**config.mk**
```make
export PLATFORM = sky130hd
export DESIGN_NAME = skse_searcher
export DESIGN_NICKNAME = d
export VERILOG_FILES = /design/src/sorted_key_equal_range_search_core_macros.svh /design/src/skse_pkg.sv /design/src/skse_searcher.sv
export SDC_FILE = /design/constraint.sdc
export NUM_CORES = 1
export LEC_CHECK = 0
export ABC_AREA = 1
export BUFFER_PORTS_ARGS = -buffer_cell sky130_fd_sc_hd__buf_2
export CAP_MARGIN = 10
export CORE_AREA = 2 2 166 168
export DETAILED_ROUTE_END_ITERATION = 10
export DIE_AREA = 0 0 168 170
export PLACE_DENSITY = 0.56
export SYNTH_ARGS = -nofsm -noshare
export SYNTH_HDL_FRONTEND = slang
export SYNTH_SLANG_ARGS = --single-unit
```
**constraint.sdc**
```tcl
create_clock -name aclk -period 19.1 [get_ports aclk]
set_clock_uncertainty 0.15 [all_clocks]
set_input_delay 3.82 -clock aclk [delete_from_list [all_inputs] [get_ports aclk]]
set_output_delay 3.82 -clock aclk [all_outputs]
set_load 0.01 [all_outputs]
```
**src/sorted_key_equal_range_search_core_macros.svh**
```systemverilog
// ----------------------------------------------------------------------------
// Assertion macros for the sorted key equal range search core.
// Each macro expands to one labeled concurrent assertion that reports by $error.
// ----------------------------------------------------------------------------
`ifndef SORTED_KEY_EQUAL_RANGE_SEARCH_CORE_MACROS_SVH
`define SORTED_KEY_EQUAL_RANGE_SEARCH_CORE_MACROS_SVH

// The consequent must hold in the same cycle as the antecedent.
`define SKSE_ASSERT_SAME(label, clk, rstn, ante, cons, msg) \
    label: assert property (@(posedge clk) disable iff (!(rstn)) (ante) |-> (cons)) \
        else $error(msg);

// The consequent must hold in the cycle after the antecedent.
`define SKSE_ASSERT_NEXT(label, clk, rstn, ante, cons, msg) \
    label: assert property (@(posedge clk) disable iff (!(rstn)) (ante) |=> (cons)) \
        else $error(msg);

`endif

```
**src/skse_pkg.sv**
```systemverilog
// ----------------------------------------------------------------------------
// skse_pkg
// Shared constants and operation codes of the sorted key equal range search.
// ----------------------------------------------------------------------------
package skse_pkg;

    // Each letter of a key is packed as a 5-bit code.
    localparam int LETTER_BITS = 5;

    // Width of the operation field.
    localparam int OP_W = 2;

    // Operation codes carried by an input beat.
    typedef enum logic [OP_W-1:0] {
        OP_CLEAR  = 2'd0,
        OP_APPEND = 2'd1,
        OP_SEARCH = 2'd2
    } op_t;

endpackage

```
**src/skse_searcher.sv**
```systemverilog
// ----------------------------------------------------------------------------
// skse_searcher
// Runs the lower bound and upper bound binary searches over the key memory,
// one probe per cycle, and holds the result beat for the output channel.
// ----------------------------------------------------------------------------
module skse_searcher
    import skse_pkg::*;
#(
    parameter int TABLE_DEPTH = 1024,
    parameter int KEY_LETTERS = 10
) (
    input  logic                                 aclk,
    input  logic                                 aresetn,
    input  logic                                 start,
    input  logic [LETTER_BITS*KEY_LETTERS-1:0]   key_in,
    input  logic [$clog2(TABLE_DEPTH+1)-1:0]     n_in,
    output logic                                 idle,
    output logic                                 rd_en,
    output logic [$clog2(TABLE_DEPTH)-1:0]       rd_addr,
    input  logic [LETTER_BITS*KEY_LETTERS-1:0]   rd_data,
    output logic                                 m_valid,
    input  logic                                 m_ready,
    output logic                                 m_found,
    output logic [$clog2(TABLE_DEPTH)-1:0]       m_first_index,
    output logic [$clog2(TABLE_DEPTH+1)-1:0]     m_match_count
);

    localparam int KEY_W  = LETTER_BITS * KEY_LETTERS;
    localparam int ADDR_W = $clog2(TABLE_DEPTH);
    localparam int CNT_W  = $clog2(TABLE_DEPTH + 1);

    typedef enum logic [3:0] {
        ST_IDLE  = 4'b0001,
        ST_LOWER = 4'b0010,
        ST_UPPER = 4'b0100,
        ST_DONE  = 4'b1000
    } srch_state_t;

    srch_state_t        state_reg, state_next;
    logic [KEY_W-1:0]   key_reg, key_next;
    logic [CNT_W-1:0]   n_reg, n_next;
    logic [CNT_W-1:0]   lo_reg, lo_next;
    logic [CNT_W-1:0]   hi_reg, hi_next;
    logic [CNT_W-1:0]   lower_reg, lower_next;
    logic [CNT_W-1:0]   upper_reg, upper_next;
    logic               m_valid_reg, m_valid_next;
    logic               found_reg, found_next;
    logic [ADDR_W-1:0]  first_reg, first_next;
    logic [CNT_W-1:0]   count_reg, count_next;

    logic               go_right;
    logic [CNT_W-1:0]   mid_cur;
    logic [CNT_W-1:0]   step_lo;
    logic [CNT_W-1:0]   step_hi;
    logic [CNT_W-1:0]   rd_mid;
    logic               range_ok;
    logic [CNT_W-1:0]   range_len;

    // The probed entry of the current window is in rd_data; decide which half remains.
    always_comb begin
        mid_cur  = lo_reg + ((hi_reg - lo_reg) >> 1);
        go_right = (state_reg == ST_UPPER) ? (rd_data <= key_reg) : (rd_data < key_reg);
        step_lo  = go_right ? (mid_cur + CNT_W'(1)) : lo_reg;
        step_hi  = go_right ? hi_reg : mid_cur;
    end

    // The equal range is the gap between the two bounds, empty when unordered.
    always_comb begin
        range_ok  = upper_reg > lower_reg;
        range_len = upper_reg - lower_reg;
    end

    // Sequencer: every cycle in a search state has a fresh read in flight.
    always_comb begin
        state_next   = state_reg;
        key_next     = key_reg;
        n_next       = n_reg;
        lo_next      = lo_reg;
        hi_next      = hi_reg;
        lower_next   = lower_reg;
        upper_next   = upper_reg;
        m_valid_next = m_valid_reg;
        found_next   = found_reg;
        first_next   = first_reg;
        count_next   = count_reg;
        rd_en        = 1'b0;
        rd_mid       = '0;

        if (m_valid_reg && m_ready) begin
            m_valid_next = 1'b0;
        end

        case (state_reg)
            ST_IDLE: begin
                if (start) begin
                    key_next   = key_in;
                    n_next     = n_in;
                    lower_next = '0;
                    upper_next = '0;
                    if (n_in != '0) begin
                        lo_next    = '0;
                        hi_next    = n_in;
                        rd_en      = 1'b1;
                        rd_mid     = n_in >> 1;
                        state_next = ST_LOWER;
                    end else begin
                        state_next = ST_DONE;
                    end
                end
            end
            ST_LOWER: begin
                if (step_lo < step_hi) begin
                    lo_next = step_lo;
                    hi_next = step_hi;
                    rd_en   = 1'b1;
                    rd_mid  = step_lo + ((step_hi - step_lo) >> 1);
                end else begin
                    // Lower bound settled; the upper search restarts on the whole table.
                    lower_next = step_lo;
                    lo_next    = '0;
                    hi_next    = n_reg;
                    rd_en      = 1'b1;
                    rd_mid     = n_reg >> 1;
                    state_next = ST_UPPER;
                end
            end
            ST_UPPER: begin
                if (step_lo < step_hi) begin
                    lo_next = step_lo;
                    hi_next = step_hi;
                    rd_en   = 1'b1;
                    rd_mid  = step_lo + ((step_hi - step_lo) >> 1);
                end else begin
                    upper_next = step_lo;
                    state_next = ST_DONE;
                end
            end
            ST_DONE: begin
                // Load the result beat once the output register is free.
                if (!m_valid_reg || m_ready) begin
                    m_valid_next = 1'b1;
                    found_next   = range_ok;
                    first_next   = range_ok ? lower_reg[ADDR_W-1:0] : '0;
                    count_next   = range_ok ? range_len : '0;
                    state_next   = ST_IDLE;
                end
            end
            default: begin
                state_next = ST_IDLE;
            end
        endcase
    end

    // Control state.
    always_ff @(posedge aclk) begin
        if (!aresetn) begin
            state_reg   <= ST_IDLE;
            m_valid_reg <= 1'b0;
        end else begin
            state_reg   <= state_next;
            m_valid_reg <= m_valid_next;
        end
    end

    // Search window and result payload.
    always_ff @(posedge aclk) begin
        key_reg   <= key_next;
        n_reg     <= n_next;
        lo_reg    <= lo_next;
        hi_reg    <= hi_next;
        lower_reg <= lower_next;
        upper_reg <= upper_next;
        found_reg <= found_next;
        first_reg <= first_next;
        count_reg <= count_next;
    end

    assign idle          = (state_reg == ST_IDLE);
    assign rd_addr       = rd_mid[ADDR_W-1:0];
    assign m_valid       = m_valid_reg;
    assign m_found       = found_reg;
    assign m_first_index = first_reg;
    assign m_match_count = count_reg;

endmodule

```
# Word-level counts from Yosys, hierarchy flattened
# Index checks and enable logic that the tools add are counted.
# W data, S select, Z words.
[op_classes] add_sub_neg=6 magnitude_cmp=4 eq_ne=10 n_mux=35 n_reduce_logical=13
[ops] operator="$mux W11" n=12
[ops] operator="$pmux W11 S3" n=2
[ops] operator="$le A50 B50 Y1" n=1
[ops] operator="$lt A50 B50 Y1" n=1
[ops] operator="$pmux W11 S2" n=2
[ops] operator="$mux W10" n=4
[ops] operator="$sub A11 B11 Y11" n=3
[ops] operator="$pmux W10 S3" n=1
[ops] operator="$mux W4" n=5
[ops] operator="$pmux W4 S4" n=1
[ops] operator="$add A11 B1 Y11 const B" n=1
[ops] operator="$add A11 B10 Y11" n=1
[ops] operator="$gt A11 B11 Y1" n=1
[ops] operator="$lt A11 B11 Y1" n=1
[ops] operator="$reduce_bool A11 Y1" n=1
[ops] operator="$add A10 B10 Y10" n=1
[ops] operator="$ne A2 B2 Y1 const B" n=4
[ops] operator="$reduce_and A4 Y1" n=2
[ops] operator="$mux W1" n=7
[ops] operator="$reduce_and A3 Y1" n=2
[ops] operator="$eq A4 B1 Y1 const B" n=1
[ops] operator="$eq A4 B2 Y1 const B" n=1
[ops] operator="$eq A4 B3 Y1 const B" n=1
[ops] operator="$eq A4 B4 Y1 const B" n=1
[ops] operator="8 further kinds" n=11
[totals] reg_bits=132 in_bits=115 output_inout_bits=35 wordCells=79

# Logic depth before layout (Yosys ltp)
[logic_depth] word_depth=8 depth_mapped=50 ltp_nobuf=47

# Worst setup path after synthesis
# Ideal clock, no wire load.
[synth_timing] path_kind="input port to output port" startpoint="in rd_data[49]" endpoint="out rd_addr[9]" t_arrival_ns=8.481 t_required_ns=15.130 setup_slack_ns=6.649 path_stages=43 n_path_buf=2 cell_sequence="ha_1 > nand2_1 > nor2_2 > and2_1 > nand3_2 > nor2_1 > nand2_1 > nand3_2 > nand2_2 > buf_6 > clkbuf_1 > o21ai_0 > inv_1 > ha_1 > nand3_1 > nand2_1 > nand2_1 > nand2_1 > (+7 left out) > nor3_1 > nand2_1 > nand2_1 > nand2_1 > nand2_1 > a21oi_1 > or2_2 > nand2_1 > nand2_1 > nand2_1 > inv_1 > nand2_1 > nand2_1 > inv_1 > nand4_1 > nand2_1 > inv_1 > nand2_1"
[synth_between] elab_chain_cells=7 word_cells_on_any_way=11 classes_between="add/sub: 2; order compare: 3; mux: 6"
[synth_lines] element="from (decl)" line="skse_searcher.sv:20" source="input logic [LETTER_BITS*KEY_LETTERS-1:0] rd_data,"
[synth_lines] element="$lt A50 B50 Y1 / $le A50 B50 Y1 (equally long branches)" line="skse_searcher.sv:62" source="go_right = (state_reg == ST_UPPER) ? (rd_data <= key_reg) : (rd_data < key_reg);"
[synth_lines] element="$mux W1 *" line="skse_searcher.sv:62"
[synth_lines] element="$mux W11 *" line="skse_searcher.sv:63" source="step_lo = go_right ? (mid_cur + CNT_W'(1)) : lo_reg;"
[synth_lines] element="net step_lo[1]" line="skse_searcher.sv:53" source="logic [CNT_W-1:0] step_lo;"
[synth_lines] element="$sub A11 B11 Y11" line="skse_searcher.sv:116, skse_searcher.sv:132"
[synth_lines] element="$add A10 B10 Y10" line="skse_searcher.sv:116, skse_searcher.sv:132"
[synth_lines] element="$mux W10, on equally long branches" line="skse_searcher.sv:128, skse_searcher.sv:112"
[synth_lines] element="$pmux W10 S3 *" line="skse_searcher.sv:93" source="case (state_reg)"
[synth_lines] element="to (decl)" line="skse_searcher.sv:19" source="output logic [$clog2(TABLE_DEPTH)-1:0] rd_addr,"
# Mark *: on every way through the listed nets, which the timed path passes. The rest lies on a longest branch.

# Worst setup path in the final report
[layout_timing] startpoint="in rd_data[13]" endpoint="out rd_addr[9]"
# The elaborated chain is that of the path after synthesis.

==> results.py <==
metrics = {
    "grt": {
        "use_met2_pct": 28.2,
        "grt_max_degree": 45,
        "grt_pass1_wl_mm": 37.0,
        "grt_overflow": 0,
        "first_global_vias": 7340,
        "antenna_found_initial": 2,
        "grt.total_usage_pct": 16.4,
        "grtUsageMet3_pct": 2.88,
        "grt.busiest_layer": "met2",
        "use_met1_pct": 21.0,
    },
    "finish": {
        "final_cell_mix": "nand2_1, inv_1, buf_2, edfxtp_1, ha_1",
        "nNetsFinal": 1458,
        "largest_reg_flops": 50,
        "n_fill_cell": 2667,
        "final_common_cell": "nand2_1",
        "final_area_um2": 11000,
        "drive_gt1_share_pct": 18.9,
        "area_growth_pct": 18.2,
    },
    "critical_path": {
        "worstSetupStartpointType": "input port",
        "worstPathRequired_ps": 15130,
        "crit_start": "rd_data[13]",
        "rr_startpoint": "lo_reg[0]",
        "critPathBufInv": 7,
        "cpPeakStageDelay_ps": 660,
        "arrival_ps": 9800,
        "criticalPathCategory": "input port to primary output",
        "crit_fanout": 40,
        "cpMaxStageDelayCell": "o21ai_0",
        "cpLargestDelayFamily": "simple AND/OR/NAND/NOR gates",
        "r2r_cells": 31,
        "critPathCaptureType": "primary output",
        "crit_top_cell": "nand2_1",
        "rr_endpoint": "hi_reg[2]",
        "worst-r2r-setup-slack_ps": 12350,
    },
    "timing": {
        "setup_ws_ps": 5330,
        "fin_crit_ps": 13770,
        "finalSetupTns_ps": 0,
        "max_freq_ghz": 0.0726,
        "whs_ps": 409,
        "grt_setup_unrepaired": "no",
        "hold_viol": 0,
        "fin_crit_sh_pct": 72.1,
        "worst_pin_slew_ps": 993,
        "timing.slew.headroom_pct": 33.7,
        "drv_slew": 0,
        "setup_viol": 0,
    },
    "placed_design": {
        "gp_congestion": 0.869,
        "preCtsSetupSlack_ps": 5410,
        "port_buffers": 149,
        "dp_hpwl_mm": 17.8,
        "placed_area_um2": 10400,
    },
    "drt": {
        "routedWlPerCell_um": 14.1,
        "ant_nets": 0,
        "routed_wl_mm": 22.4,
        "vias": 7565,
        "drtIter0Drc": 423,
        "dr.pass1.iters": 5,
        "routed_via_density": 4.75,
        "drc_errors": 0,
    },
    "clock_tree": {
        "holdBufCountCts": 0,
        "cts-buffers-inserted": 17,
        "root_buffer": "clkbuf_16",
        "clk_pin_slew_ps": 60,
        "clock-sinks": 132,
        "post_cts_resized": 0,
        "cts_setup_buffers": 0,
        "cts_tree": "built",
        "cts_buffer_depth": 2,
        "htree_levels": 4,
        "clk_latency_ps": 430,
    },
    "synthesis": {
        "synth_cells": 1083,
        "yosys_register_bits": 132,
        "synth_top_area_share_pct": 41.1,
        "yosys.cell_types.count": 46,
        "synth_edf_count": 127,
        "yosys.area.top_type": "edfxtp_1",
        "ys_async_sr_fraction_pct": 0,
        "mappedNetlistArea_um2": 9280,
        "syn_nets": 1304,
        "ys_seq_area_share_pct": 42.2,
        "avgSynthCellArea_um2": 8.57,
        "yosysWarnings": 0,
        "synth_area_leaders": "edfxtp_1, ha_1, nand2_1",
        "synth_ff_type": "edfxtp_1",
    },
    "die": {
        "start_util_pct": 34.8,
        "dieArea_um2": 28600,
        "ios": 150,
        "die_w_um": 168,
        "fp-row-count": 60,
        "core_um2": 26700,
        "fp.dieH_um": 170,
    },
    "min_path": {
        "min_to": "state_reg[3]",
        "hold_depth": 2,
        "hold_start": "state_reg[3]",
        "hp-class": "register to register",
    },
    "outcome": {
        "status": "complete, no violations",
    },
    "job": {
        "cap_violations": 0,
    },
}
Yosys cell counts, types with 2 or more instances:
cell,n
o21bai_1,9
clkbuf_1,12
nor3_1,10
inv_2,5
a21oi_1,61
xnor2_1,9
buf_2,4
nand3_1,87
a21o_1,4
o21a_1,3
o21ai_1,4
nand3_2,4
xor2_1,23
nand2_4,3
a211oi_1,2
ha_1,101
nand2_1,220
nand2_2,9
nand3b_1,13
a221oi_1,2
nand4_1,8
nor2_1,87
buf_6,2
nor2_2,17
a31oi_1,3
and2_1,3
fa_1,5
or2_2,4
dfxtp_1,5
o21ai_0,32
inv_1,187
nor4_1,5
edfxtp_1,127
worst max path at each step:
stage	end	slack [ps]	depth (start not counted)
floorplan	rd_addr[9]	6650	43
global placement	rd_addr[9]	5440	44
detailed placement	rd_addr[9]	5410	44
CTS	rd_addr[9]	5380	44
global route	rd_addr[9]	4610	42
finish	rd_addr[9]	5330	44
logic make-up (layout without fill, tap and decap cells):
family / after synthesis / count (layout) / share of synthesized area (%)
buffers and inverters: 212 / 379 / 8.91
other: 0 / 2 / 0
AO/OA/AOI/OAI: 124 / 124 / 7.44
AND/OR/NAND/NOR: 475 / 475 / 23.3
flip-flops: 132 / 132 / 42.2
XOR/XNOR: 34 / 34 / 3.49
adder cells (fa/ha/maj): 106 / 106 / 14.7
through the flow:
stage          instances  utilization (%)
2_1_floorplan       1083                -
3_3_place_gp        1559             39.0
3_5_place_dp        1559             39.0
4_1_cts             1591             41.1
5_1_grt             1593             41.2
6_report            1593             41.2
area by class of cell:
cell class / count / area [µm²] / share of cell area, %
diodes: 2 / 5.00 / 0.0456
clock buffers: 17 / 425 / 3.88
clock inverters: 15 / 141 / 1.29
inverters: 193 / 724 / 6.61
multi-input cells: 739 / 4550 / 41.5
flip-flops and latches: 132 / 3910 / 35.7
well taps: 341 / 427 / 3.89
repair buffers: 154 / 783 / 7.14
metal layers:
metal / share of wire (%) / wire length (µm)
met4: 1.2 / 274
met5: 0 / 0
met1: 46 / 10300
met2: 49 / 10900
met3: 3.7 / 829
tightest hold or removal path: cells and delay by family, from the launching register on:
| family | cells | cell delay, ps |
|---|---|---|
| compound gates | 1 | 130 |
| flops | 1 | 330 |
| simple gates | 1 | 50 |
Power is not shown: default switching activity piles up to over one toggle a cycle in this logic, so the estimate is an artifact.
